## src/bcmp_pkg.sv

```systemverilog
`timescale 1ns / 1ps
// ----------------------------------------------------------------------------
// bcmp_pkg
// Shared types and constants of the braking curve motion profiler.
// ----------------------------------------------------------------------------
package bcmp_pkg;

	localparam int unsigned FRAC_BITS_DEF = 16;
	localparam int unsigned MAX_STEPS_DEF = 2000;

	localparam int unsigned SPD_W  = 20;
	localparam int unsigned GAIN_W = 21;
	localparam int unsigned LERR_W = 27;
	localparam int unsigned AERR_W = 19;
	localparam int unsigned TICK_W = 12;
	localparam int unsigned STEP_W = 11;
	localparam int unsigned CFG_IDX_W = 3;

	// Working width of the step datapath: error up to 27 bits.
	localparam int unsigned ERR_W = 27;
	// Square root radicand: 2 * accel * error fits in 48 bits, root in 24.
	localparam int unsigned RAD_W = 48;
	localparam int unsigned ROOT_W = 24;
	// Product of gain and error.
	localparam int unsigned PROD_W = 48;

	typedef enum logic [CFG_IDX_W-1:0] {
		CFG_MAX_LIN  = 3'd0,
		CFG_LIN_ACC  = 3'd1,
		CFG_MAX_ANG  = 3'd2,
		CFG_ANG_ACC  = 3'd3,
		CFG_LIN_GAIN = 3'd4,
		CFG_ANG_GAIN = 3'd5
	} cfg_idx_t;

	typedef enum logic [1:0] {
		PH_IDLE   = 2'd0,
		PH_ROTATE = 2'd1,
		PH_LINEAR = 2'd2,
		PH_DONE   = 2'd3
	} phase_t;

	localparam logic OP_START = 1'b0;
	localparam logic OP_TICK  = 1'b1;

	typedef struct packed {
		logic               operation;
		logic [LERR_W-1:0]  distance;
		logic signed [19:0] yaw_offset;
	} in_item_t;

	typedef struct packed {
		logic [1:0]        phase;
		logic [SPD_W-1:0]  lin_velocity;
		logic [LERR_W-1:0] linear_error;
		logic [SPD_W-1:0]  angular_speed;
		logic [AERR_W-1:0] angular_error;
		logic [TICK_W-1:0] elapsed_ticks;
		logic              last;
	} out_item_t;

	// Limits, current speed and error handed to the step unit for the active phase.
	typedef struct packed {
		logic [SPD_W-1:0]  vmax;
		logic [SPD_W-1:0]  acc;
		logic [GAIN_W-1:0] kp;
		logic [SPD_W-1:0]  speed;
		logic [ERR_W-1:0]  err;
	} step_req_t;

	typedef struct packed {
		logic [SPD_W-1:0] speed;
		logic [ERR_W-1:0] err;
	} step_rsp_t;

endpackage

```

## src/bcmp_mul.sv

```systemverilog
`timescale 1ns / 1ps
// ----------------------------------------------------------------------------
// bcmp_mul
// Bit-serial shift and add multiplier, one multiplier bit per cycle.
// ----------------------------------------------------------------------------
module bcmp_mul #(
	parameter int unsigned A_W = 27,
	parameter int unsigned B_W = 22,
	parameter int unsigned P_W = 49
) (
	input  logic           clk,
	input  logic           arst_n,
	input  logic           start,
	input  logic [A_W-1:0] a,
	input  logic [B_W-1:0] b,
	output logic           done,
	output logic [P_W-1:0] prod
);
	localparam int unsigned CNT_W = $clog2(B_W + 1);

	logic [P_W-1:0]   acc_q;
	logic [P_W-1:0]   mcand_q;
	logic [B_W-1:0]   mplier_q;
	logic [CNT_W-1:0] cnt_q;
	logic             busy_q;

	always_ff @(posedge clk or negedge arst_n) begin
		if (!arst_n) begin
			busy_q <= 1'b0;
			cnt_q  <= '0;
			done   <= 1'b0;
		end else begin
			done <= 1'b0;
			if (start) begin
				busy_q <= 1'b1;
				cnt_q  <= CNT_W'(B_W);
			end else if (busy_q) begin
				if (cnt_q == CNT_W'(1)) begin
					busy_q <= 1'b0;
					done   <= 1'b1;
				end
				cnt_q <= cnt_q - CNT_W'(1);
			end
		end
	end

	always_ff @(posedge clk) begin
		if (start) begin
			acc_q    <= '0;
			mcand_q  <= P_W'(a);
			mplier_q <= b;
		end else if (busy_q) begin
			if (mplier_q[0])
				acc_q <= acc_q + mcand_q;
			mcand_q  <= mcand_q << 1;
			mplier_q <= mplier_q >> 1;
		end
	end

	assign prod = acc_q;
endmodule

```

## src/bcmp_sqrt.sv

```systemverilog
`timescale 1ns / 1ps
// ----------------------------------------------------------------------------
// bcmp_sqrt
// Digit-by-digit integer square root, one result bit per cycle.
// ----------------------------------------------------------------------------
module bcmp_sqrt #(
	parameter int unsigned R_W = 48
) (
	input  logic             clk,
	input  logic             arst_n,
	input  logic             start,
	input  logic [R_W-1:0]   rad,
	output logic             done,
	output logic [R_W/2-1:0] root
);
	localparam int unsigned Q_W = R_W / 2;
	localparam int unsigned CNT_W = $clog2(Q_W + 1);

	logic [R_W-1:0]   rad_q;
	logic [Q_W+1:0]   rem_q;
	logic [Q_W-1:0]   root_q;
	logic [CNT_W-1:0] cnt_q;
	logic             busy_q;
	logic [Q_W+1:0]   trial;
	logic [Q_W+1:0]   trial_sub;

	always_comb begin
		trial     = {rem_q[Q_W-1:0], rad_q[R_W-1 -: 2]};
		trial_sub = {root_q, 2'b01};
	end

	always_ff @(posedge clk or negedge arst_n) begin
		if (!arst_n) begin
			busy_q <= 1'b0;
			cnt_q  <= '0;
			done   <= 1'b0;
		end else begin
			done <= 1'b0;
			if (start) begin
				busy_q <= 1'b1;
				cnt_q  <= CNT_W'(Q_W);
			end else if (busy_q) begin
				if (cnt_q == CNT_W'(1)) begin
					busy_q <= 1'b0;
					done   <= 1'b1;
				end
				cnt_q <= cnt_q - CNT_W'(1);
			end
		end
	end

	always_ff @(posedge clk) begin
		if (start) begin
			rad_q  <= rad;
			rem_q  <= '0;
			root_q <= '0;
		end else if (busy_q) begin
			rad_q <= rad_q << 2;
			if (trial >= trial_sub) begin
				rem_q  <= trial - trial_sub;
				root_q <= {root_q[Q_W-2:0], 1'b1};
			end else begin
				rem_q  <= trial;
				root_q <= {root_q[Q_W-2:0], 1'b0};
			end
		end
	end

	assign root = root_q;
endmodule

```

## src/bcmp_step.sv

```systemverilog
`timescale 1ns / 1ps
// ----------------------------------------------------------------------------
// bcmp_step
// One profile step: braking root, proportional target, ramp, cap and update.
// ----------------------------------------------------------------------------
module bcmp_step #(
	parameter int unsigned FRAC_BITS = 16
) (
	input  logic                clk,
	input  logic                arst_n,
	input  logic                start,
	input  bcmp_pkg::step_req_t req,
	output logic                done,
	output bcmp_pkg::step_rsp_t rsp
);
	import bcmp_pkg::*;

	typedef enum logic [2:0] {
		S_IDLE, S_LOAD, S_MUL, S_ROOT, S_RAMP, S_DIV, S_OUT
	} st_t;

	localparam int unsigned MB_W = GAIN_W + 1;
	localparam int unsigned MP_W = ERR_W + MB_W;
	// Division by 20 is a division by 4 followed by a multiply with
	// ceil(2^18 / 5) and a right shift, exact for every 20-bit dividend.
	localparam int unsigned DIV5_SH = 18;
	localparam logic [16:0] DIV5_MUL = 17'd52429;
	localparam int unsigned QP_W = SPD_W - 2 + 17;

	st_t               st_q;
	step_req_t         req_q;
	logic              mul_start, mul_done, sq_start, sq_done;
	logic [MB_W-1:0]   mul_b;
	logic [MP_W-1:0]   mul_p;
	logic [ROOT_W-1:0] root;
	logic [MP_W-1:0]   prop_q;
	logic              mul_brake_q;
	logic [SPD_W-1:0]  spd_q;
	logic [SPD_W-1:0]  delta_q;
	logic [ERR_W+4:0]  cap;
	logic [ROOT_W-1:0] brake;
	logic [MP_W-1:0]   prop_sh;
	logic [ROOT_W-1:0] target;
	logic [QP_W-1:0]   delta_prod;
	logic [QP_W-1:0]   dec_prod;
	logic [SPD_W-1:0]  delta;
	logic [SPD_W:0]    s_new;
	logic [SPD_W-1:0]  dec;

	// The multiplier serves twice: first kp*e, then 2*acc*e.
	assign mul_b = mul_brake_q ? {1'b0, req_q.acc, 1'b0} : MB_W'(req_q.kp);

	bcmp_mul #(.A_W(ERR_W), .B_W(MB_W), .P_W(MP_W)) u_mul (
		.clk(clk), .arst_n(arst_n), .start(mul_start), .a(req_q.err),
		.b(mul_b), .done(mul_done), .prod(mul_p)
	);

	bcmp_sqrt #(.R_W(RAD_W)) u_sqrt (
		.clk(clk), .arst_n(arst_n), .start(sq_start), .rad(mul_p[RAD_W-1:0]),
		.done(sq_done), .root(root)
	);

	always_comb begin
		if (req_q.err == '0 || req_q.vmax == '0 || req_q.acc == '0)
			brake = '0;
		else if (root > ROOT_W'(req_q.vmax))
			brake = ROOT_W'(req_q.vmax);
		else
			brake = root;
		prop_sh = prop_q >> FRAC_BITS;
		if (prop_sh < MP_W'(brake))
			target = ROOT_W'(prop_sh);
		else
			target = brake;
		delta_prod = QP_W'(req_q.acc[SPD_W-1:2]) * QP_W'(DIV5_MUL);
		delta = SPD_W'(delta_prod >> DIV5_SH);
		// Target never exceeds vmax, so it fits the speed width.
		if (target[SPD_W-1:0] > req_q.speed) begin
			if (target[SPD_W-1:0] - req_q.speed > delta_q)
				s_new = {1'b0, req_q.speed} + {1'b0, delta_q};
			else
				s_new = {1'b0, target[SPD_W-1:0]};
		end else begin
			if (req_q.speed - target[SPD_W-1:0] > delta_q)
				s_new = {1'b0, req_q.speed - delta_q};
			else
				s_new = {1'b0, target[SPD_W-1:0]};
		end
		cap = (ERR_W+5)'(req_q.err) * (ERR_W+5)'(20);
		dec_prod = QP_W'(spd_q[SPD_W-1:2]) * QP_W'(DIV5_MUL);
		dec = SPD_W'(dec_prod >> DIV5_SH);
	end

	assign mul_start = (st_q == S_LOAD);
	assign sq_start  = (st_q == S_MUL && mul_done && mul_brake_q);

	always_ff @(posedge clk or negedge arst_n) begin
		if (!arst_n) begin
			st_q        <= S_IDLE;
			done        <= 1'b0;
			mul_brake_q <= 1'b0;
		end else begin
			done <= 1'b0;
			unique case (st_q)
				S_IDLE: if (start) begin
					st_q        <= S_LOAD;
					mul_brake_q <= 1'b0;
				end
				S_LOAD: st_q <= S_MUL;
				S_MUL: if (mul_done) begin
					if (mul_brake_q)
						st_q <= S_ROOT;
					else begin
						mul_brake_q <= 1'b1;
						st_q        <= S_LOAD;
					end
				end
				S_ROOT: if (sq_done) st_q <= S_RAMP;
				S_RAMP: st_q <= S_DIV;
				S_DIV:  st_q <= S_OUT;
				S_OUT: begin
					st_q <= S_IDLE;
					done <= 1'b1;
				end
				default: st_q <= S_IDLE;
			endcase
		end
	end

	always_ff @(posedge clk) begin
		if (st_q == S_IDLE && start)
			req_q <= req;
		if (st_q == S_LOAD)
			delta_q <= delta;
		if (st_q == S_MUL && mul_done && !mul_brake_q)
			prop_q <= mul_p;
		if (st_q == S_RAMP)
			spd_q <= ((ERR_W+5)'(s_new) > cap) ? SPD_W'(cap) : s_new[SPD_W-1:0];
		if (st_q == S_DIV) begin
			rsp.speed <= spd_q;
			rsp.err   <= (ERR_W'(dec) >= req_q.err) ? '0 : req_q.err - ERR_W'(dec);
		end
	end

	// The proportional product is ready only after the first multiply.
	assert property (@(posedge clk) disable iff (!arst_n)
		sq_start |-> !mul_start)
		else $error("sqrt and multiplier started together");
	assert property (@(posedge clk) disable iff (!arst_n)
		done |-> $past(st_q) == S_OUT)
		else $error("step done outside output state");
	assert property (@(posedge clk) disable iff (!arst_n)
		mul_done |-> st_q == S_MUL)
		else $error("multiplier finished in wrong state");
endmodule

```

## src/braking_curve_motion_profiler_top.sv

```systemverilog
`timescale 1ns / 1ps
// ----------------------------------------------------------------------------
// braking_curve_motion_profiler_top
// Two-phase rotate-then-drive speed profiler with a braking-curve target.
// ----------------------------------------------------------------------------
// Usage: the input channel (in_valid/in_stall/in_data) carries one transaction
// per command. A start transaction loads the distance and the yaw error; its
// result is offered on the cycle after acceptance.
// A tick transaction advances the active phase by one 0.05 s step and yields
// one result transaction. It takes two passes of the bit-serial multiplier,
// the bit-serial square root, and the operand loading, ramp, update and
// handoff steps before the result is offered. Ticks while idle or finished
// answer like a start, in the cycle after acceptance.
// One command is in work at a time; in_stall is high while a command is
// being processed or while its result waits in the output register.
// The out channel (out_valid/out_stall/out_data) holds a result steady while
// out_stall is high; the next command is accepted once the result is taken.
// Configuration writes (cfg_we/cfg_idx/cfg_data) are registered; they must be
// made only while the block is idle, which the block does not enforce. Reset
// clears all profile state to the idle phase, loads default limits and gains.
// ----------------------------------------------------------------------------
module braking_curve_motion_profiler_top #(
	parameter int unsigned MAX_STEPS = bcmp_pkg::MAX_STEPS_DEF,
	parameter int unsigned FRAC_BITS = bcmp_pkg::FRAC_BITS_DEF
) (
	input  logic                               clk,
	input  logic                               arst_n,
	input  logic                               in_valid,
	output logic                               in_stall,
	input  bcmp_pkg::in_item_t                 in_data,
	output logic                               out_valid,
	input  logic                               out_stall,
	output bcmp_pkg::out_item_t                out_data,
	input  logic                               cfg_we,
	input  logic [bcmp_pkg::CFG_IDX_W-1:0]     cfg_idx,
	input  logic [bcmp_pkg::GAIN_W-1:0]        cfg_data
);
	import bcmp_pkg::*;

	// Tolerances rounded to nearest at the configured fraction width.
	localparam longint unsigned LIN_TOL_L = ((64'd2 << FRAC_BITS) + 64'd50) / 64'd100;
	localparam longint unsigned ANG_TOL_L =
		((64'd34906585 << FRAC_BITS) + 64'd500000000) / 64'd1000000000;
	localparam logic [LERR_W-1:0] LIN_TOL = LERR_W'(LIN_TOL_L);
	localparam logic [AERR_W-1:0] ANG_TOL = AERR_W'(ANG_TOL_L);
	localparam logic [STEP_W-1:0] STEP_LIM = STEP_W'(MAX_STEPS);

	typedef enum logic [1:0] {T_IDLE, T_STEP, T_WAIT, T_OUT} top_st_t;

	top_st_t           st_q;
	logic [SPD_W-1:0]  max_lin_q, lin_acc_q, max_ang_q, ang_acc_q;
	logic [GAIN_W-1:0] lin_gain_q, ang_gain_q;
	phase_t            phase_q;
	logic [SPD_W-1:0]  lin_spd_q, ang_spd_q;
	logic [LERR_W-1:0] lin_err_q;
	logic [AERR_W-1:0] ang_err_q;
	logic [STEP_W-1:0] steps_q;
	logic [TICK_W-1:0] ticks_q;
	logic              last_q;
	logic              in_acc;
	logic              step_start, step_done;
	step_req_t         req;
	step_rsp_t         rsp;
	logic [STEP_W-1:0] steps_nx;
	logic [19:0]       yaw_neg;
	logic [AERR_W-1:0] yaw_mag;
	phase_t            start_ph;

	assign in_stall = (st_q != T_IDLE);
	assign in_acc   = in_valid && !in_stall;
	assign step_start = in_acc && in_data.operation == OP_TICK &&
		(phase_q == PH_ROTATE || phase_q == PH_LINEAR);

	always_comb begin
		req.err = '0;
		if (phase_q == PH_ROTATE) begin
			req.vmax  = max_ang_q;
			req.acc   = ang_acc_q;
			req.kp    = ang_gain_q;
			req.speed = ang_spd_q;
			req.err   = ERR_W'(ang_err_q);
		end else begin
			req.vmax  = max_lin_q;
			req.acc   = lin_acc_q;
			req.kp    = lin_gain_q;
			req.speed = lin_spd_q;
			req.err   = lin_err_q;
		end
		yaw_neg = 20'(-in_data.yaw_offset);
		if (in_data.yaw_offset[19])
			yaw_mag = yaw_neg[19] ? '1 : yaw_neg[AERR_W-1:0];
		else
			yaw_mag = in_data.yaw_offset[AERR_W-1:0];
		if (yaw_mag > ANG_TOL)
			start_ph = PH_ROTATE;
		else if (in_data.distance > LIN_TOL)
			start_ph = PH_LINEAR;
		else
			start_ph = PH_DONE;
		steps_nx = steps_q + STEP_W'(1);
	end

	bcmp_step #(.FRAC_BITS(FRAC_BITS)) u_step (
		.clk(clk), .arst_n(arst_n), .start(step_start), .req(req),
		.done(step_done), .rsp(rsp)
	);

	always_ff @(posedge clk or negedge arst_n) begin
		if (!arst_n) begin
			max_lin_q  <= SPD_W'(32768);
			lin_acc_q  <= SPD_W'(32768);
			max_ang_q  <= SPD_W'(32768);
			ang_acc_q  <= SPD_W'(32768);
			lin_gain_q <= GAIN_W'(65536);
			ang_gain_q <= GAIN_W'(98304);
		end else if (cfg_we) begin
			unique case (cfg_idx)
				CFG_MAX_LIN:  max_lin_q  <= cfg_data[SPD_W-1:0];
				CFG_LIN_ACC:  lin_acc_q  <= cfg_data[SPD_W-1:0];
				CFG_MAX_ANG:  max_ang_q  <= cfg_data[SPD_W-1:0];
				CFG_ANG_ACC:  ang_acc_q  <= cfg_data[SPD_W-1:0];
				CFG_LIN_GAIN: lin_gain_q <= cfg_data;
				CFG_ANG_GAIN: ang_gain_q <= cfg_data;
				default: ;
			endcase
		end
	end

	always_ff @(posedge clk or negedge arst_n) begin
		if (!arst_n) begin
			st_q      <= T_IDLE;
			phase_q   <= PH_IDLE;
			lin_spd_q <= '0;
			ang_spd_q <= '0;
			lin_err_q <= '0;
			ang_err_q <= '0;
			steps_q   <= '0;
			ticks_q   <= '0;
			last_q    <= 1'b0;
		end else begin
			unique case (st_q)
				T_IDLE: if (in_acc) begin
					last_q <= 1'b0;
					if (in_data.operation == OP_START) begin
						ang_err_q <= yaw_mag;
						lin_err_q <= in_data.distance;
						lin_spd_q <= '0;
						ang_spd_q <= '0;
						steps_q   <= '0;
						ticks_q   <= '0;
						phase_q   <= start_ph;
						last_q    <= (start_ph == PH_DONE);
						st_q      <= T_OUT;
					end else if (step_start) begin
						if (ticks_q != '1)
							ticks_q <= ticks_q + TICK_W'(1);
						steps_q <= steps_nx;
						st_q    <= T_STEP;
					end else begin
						st_q <= T_OUT;
					end
				end
				T_STEP: if (step_done) st_q <= T_WAIT;
				T_WAIT: begin
					st_q <= T_OUT;
					if (phase_q == PH_ROTATE) begin
						ang_err_q <= rsp.err[AERR_W-1:0];
						ang_spd_q <= rsp.speed;
						if (rsp.err[AERR_W-1:0] <= ANG_TOL || steps_q >= STEP_LIM) begin
							ang_spd_q <= '0;
							lin_spd_q <= '0;
							steps_q   <= '0;
							if (lin_err_q > LIN_TOL)
								phase_q <= PH_LINEAR;
							else begin
								phase_q <= PH_DONE;
								last_q  <= 1'b1;
							end
						end
					end else begin
						lin_err_q <= rsp.err;
						lin_spd_q <= rsp.speed;
						if (rsp.err <= LIN_TOL || steps_q >= STEP_LIM) begin
							lin_spd_q <= '0;
							steps_q   <= '0;
							phase_q   <= PH_DONE;
							last_q    <= 1'b1;
						end
					end
				end
				T_OUT: if (!out_stall) st_q <= T_IDLE;
				default: st_q <= T_IDLE;
			endcase
		end
	end

	assign out_valid = (st_q == T_OUT);
	always_comb begin
		out_data.phase         = phase_q;
		out_data.lin_velocity  = lin_spd_q;
		out_data.linear_error  = lin_err_q;
		out_data.angular_speed = ang_spd_q;
		out_data.angular_error = ang_err_q;
		out_data.elapsed_ticks = ticks_q;
		out_data.last          = last_q;
	end

	assert property (@(posedge clk) disable iff (!arst_n)
		out_valid && last_q |-> phase_q == PH_DONE)
		else $error("last flagged outside finished phase");
	assert property (@(posedge clk) disable iff (!arst_n)
		step_done |-> st_q == T_STEP)
		else $error("step unit finished unexpectedly");
	assert property (@(posedge clk) disable iff (!arst_n)
		phase_q == PH_ROTATE |-> lin_spd_q == '0)
		else $error("linear speed nonzero while rotating");
endmodule

```

## config.mk

```make
export PLATFORM = sky130hd
export DESIGN_NAME = braking_curve_motion_profiler_top
export DESIGN_NICKNAME = d
export VERILOG_FILES = /design/src/bcmp_pkg.sv /design/src/bcmp_mul.sv /design/src/bcmp_sqrt.sv /design/src/bcmp_step.sv /design/src/braking_curve_motion_profiler_top.sv
export SDC_FILE = /design/constraint.sdc
export NUM_CORES = 2
export LEC_CHECK = 0
export ABC_AREA = 1
export BUFFER_PORTS_ARGS = -buffer_cell sky130_fd_sc_hd__buf_2
export CAP_MARGIN = 20
export CORE_MARGIN = 5
export CORE_UTILIZATION = 64
export DETAILED_ROUTE_END_ITERATION = 8
export GPL_TIMING_DRIVEN = 0
export PLACE_DENSITY = 0.82
export SYNTH_ARGS = -nofsm -noshare
export SYNTH_HDL_FRONTEND = slang
export SYNTH_SLANG_ARGS = --single-unit
```

## constraint.sdc

```tcl
create_clock -name clk -period 12.9 [get_ports clk]
set_input_delay 2.58 -clock clk [delete_from_list [all_inputs] [get_ports clk]]
set_output_delay 2.58 -clock clk [all_outputs]
set_load 0.01 [all_outputs]
```

==> metrics.md <==
| Metric | Value |
|---|---|
| Post-CTS setup buffers | `0` |
| Count of different cell masters after synthesis | `73` |
| Iter 0 DRT Violations | `4273` |
| Total congestion overflow | `0` |
| WL per Instance | `19.8 um` |
| Path type of the worst setup path | `reg -> reg` |
| CP startpoint kind | `register` |
| Worst slew pin tran | `roughly 1.2 ns` |
| Fin crit share | `0.939` |
| Seq cells post-synth | `around 690` |
| Setup WS pre-CTS | `0.955 ns` |
| Req. time, crit path | `13.26 ns` |
| Vias in the first global route | `41990` |
| H-tree levels | `3` |
| Row Count | `103` |
| Mapped Cells | `6009` |
| Detailed Routing Iterations Pass 1 | `8` |
| DIE HEIGHT | `292 um` |
| Post-synth EDFFs | `320` |
| Sequential area share after synthesis | `0.362` |
| Clock period minus worst slack | `12.11 ns` |
| Root Buffer | `clkbuf_16` |
| Initial antenna violation count | `10` |
| Core area | `78900 um^2` |
| Final setup violating endpoints | `0` |
| Hold WS | `0.460 ns` |
| Most used DFF post-synth | `edfxtp_1` |
| Layout filler cell count | `6114` |
| Area Overhead vs Synth | `10.1%` |
| CTS Buf Count | `74` |
| Fmax | `82.6 MHz` |
| CP Capture Type | `register` |
| Syn_area_per_cell | `around 8.5 um^2` |
| Vias per cell | `between 5 and 6` |
| Synth area leader | `edfxtp_1` |
| Main combinational cell family by area after synthesis | `adder cells` |
| Hold Violations, Final | `0` |
| DRC | `0` |
| Most frequent cells in the layout | `nand2_1 (1267), inv_1 (959), ha_1 (602)` |
| Die X | `292 um` |
| DP HPWL | `118 mm` |
| Yosys warns | `0` |
| Cts hold-fix bufs | `0` |
| DR vias | `42796` |
| Fraction of registers with async set/reset | `0.367` |
| Pins Over Slew Limit | `0` |
| First-pass GRT wire length | `230 mm` |
| Clock sink total | `694` |
| Post-synth top area share | `0.189` |
| Post-route ant nets | `0` |
| Clk slew on worst S/H paths | `0.06 ns` |
| Synth Area in Compound Gates | `0.133` |
| CTS tree | `done` |
| Post-synthesis instance area | `a little over 50000 um^2` |
| Critical path peak fanout | `19` |
| Hold crit path type | `reg -> reg` |
| Clk buf depth | `3` |
| Total track usage | `0.338` |
| Worst Path Arrival | `12.47 ns` |
| Mux contribution to synthesized area | `0` |
| Slowest Stage Delay on Critical Path | `around 0.58 ns` |
| Post-Synth Adder-Cell Area | `0.225` |
| Post-Synth XOR/XNOR Area | `0.0358` |
| Drt total wl | `147 mm` |
| Gpl congestion | `between 0.9 and 1` |
| Io pins | `180` |
| Initial Utilization | `0.645` |
| Leading cell type in the layout, fill and taps excluded | `nand2_1` |
| Outcome | `completed` |
| Final-stage net count | `just over 7000` |
| Worst skew pair latency | `approximately 0.64 ns` |
| CP max stage cell | `edfxtp_1` |
| Largest net degree at the start of global routing | `127` |
| Slew headroom | `0.229` |
| Synth top area cells | `edfxtp_1 (19%), ha_1 (15%), dfrtp_1 (12%), nand2_1 (9.4%), fa_1 (7.7%)` |
| Share of cells above drive strength 1 | `0.0653` |
| Crit path top cell by count | `nand2_1` |
| Max-cap violations | `0` |
| Unrepaired setup endpoints after global routing | `false` |
| I/O Buffers | `179` |
| Die area | `85200 um^2` |
| Worst setup margin | `around 0.79 ns` |
| Fin Clk Skew | `between 0.03 and 0.04 ns` |
| Post-synthesis simple-gate area fraction | `0.158` |
==> final timing paths <==
| kind | from | endpoint | slack [ns] | cells after the start |
|---|---|---|---|---|
| worst min register to register | u_step.u_sqrt.root[0] | u_step.u_sqrt.root[1] | 0.46 | 2 |
| max in group asynchronous | arst_n | ang_gain_q[8] | 9.62 | 3 |
| worst max-delay path | u_step.req_q[86] | u_step.spd_q[12] | 0.79 | 60 |
| worst max register to register | u_step.req_q[86] | u_step.spd_q[12] | 0.79 | 60 |
| worst min-delay path | u_step.u_sqrt.root[0] | u_step.u_sqrt.root[1] | 0.46 | 2 |
| min in group asynchronous | arst_n | lin_err_q[9] | 1.89 | 1 |
==> registers in the layout, summed over array words and instances, names as in the netlist, 12 cells and up <==
name                   flops
u_step.req_q             108
u_step.u_mul.mcand_q      49
u_step.u_mul.prod         49
u_step.u_sqrt.rad_q       48
u_step.rsp                47
u_step.prop_q             33
lin_err_q                 27
u_step.u_sqrt.rem_q       24
u_step.u_sqrt.root        24
ang_gain_q                21
lin_gain_q                21
u_step.u_mul.mplier_q     21
ang_acc_q                 20
ang_spd_q                 20
lin_acc_q                 20
lin_spd_q                 20
max_ang_q                 20
max_lin_q                 20
u_step.spd_q              20
ang_err_q                 19
u_step.delta_q            16
ticks_q                   12
==> cell families (layout without fill, tap and decap cells) <==
| kind of cell | after synthesis | after routing |
|---|---|---|
| XOR/XNOR | 207 | 207 |
| adder cells (fa/ha/maj) | 798 | 798 |
| flip-flops | 694 | 694 |
| other | 1 | 5 |
| AND/OR/NAND/NOR | 1953 | 1953 |
| buffers and inverters | 1155 | 1487 |
| AO/OA/AOI/OAI | 1201 | 1201 |
==> layer usage <==
layer / global-route usage / up-vias / wire length (um)
li1: - / 20367 / -
met1: 0.466 / 20153 / 60600
met2: 0.525 / 1895 / 64900
met3: 0.0691 / 373 / 13400
met4: 0.147 / 8 / 7630
met5: 0 / - / 51
==> timing repair <==
action	in CTS	in global routing
resized for setup	0	3
endpoints found under the hold margin	0	0
setup endpoints to repair	0	20
==> through the flow <==
step | TNS (ns) | area (um^2) | utilization | instances
finish | 0 | 56000 | 0.710 | 7395
global route | 0 | 56000 | 0.710 | 7394
CTS | 0 | 56000 | 0.710 | 7395
detailed placement | 0 | 53400 | 0.677 | 7258
global placement | -182.25 | 53100 | 0.673 | 7241
floorplan | 0 | 50900 | - | 6012
==> critical path: cells and delay by family, from the launching register on <==
| kind | cells | cell delay (ns) |
|---|---|---|
| buffers and inverters | 9 | 2.16 |
| AOI/OAI and AO/OA | 14 | 3.00 |
| DFF | 1 | 0.58 |
| adders and majority gates | 5 | 1.53 |
| xor gates and xnor gates | 1 | 0.13 |
| and+or+nand+nor | 31 | 4.42 |
==> cell usage after synthesis, types with 9 or more instances <==
library cell	number
a21oi_1	345
a21oi_2	9
o211ai_1	23
a211oi_1	13
o21bai_1	58
nor3_1	67
a31oi_1	71
nand2_2	14
nor4_1	21
xnor2_1	70
clkbuf_1	158
fa_1	196
nand2_1	1269
nor2_1	319
nand4_1	48
o221ai_1	10
o21ai_0	523
a22oi_1	24
dfrtp_1	248
edfxtp_1	320
o21a_1	17
a21o_1	11
xor2_1	136
dfxtp_1	119
inv_1	959
nand3_1	166
or2_2	11
o21ai_1	31
o22ai_1	10
ha_1	602
==> area by class of cell <==
type / instances / area, um^2 / area share
antenna: 1 / 2.50 / 0.0000447
clock inverter: 41 / 583 / 0.0104
inverter: 970 / 3640 / 0.0651
multi-input combinational: 4163 / 28100 / 0.502
buffer: 184 / 757 / 0.0135
timing repair buffer: 196 / 1160 / 0.0207
tap: 1050 / 1310 / 0.0235
clock buffer: 96 / 2020 / 0.0360
sequential: 694 / 18400 / 0.328
Power is not shown: default switching activity piles up to over one toggle a cycle in this logic, so the estimate is an artifact.
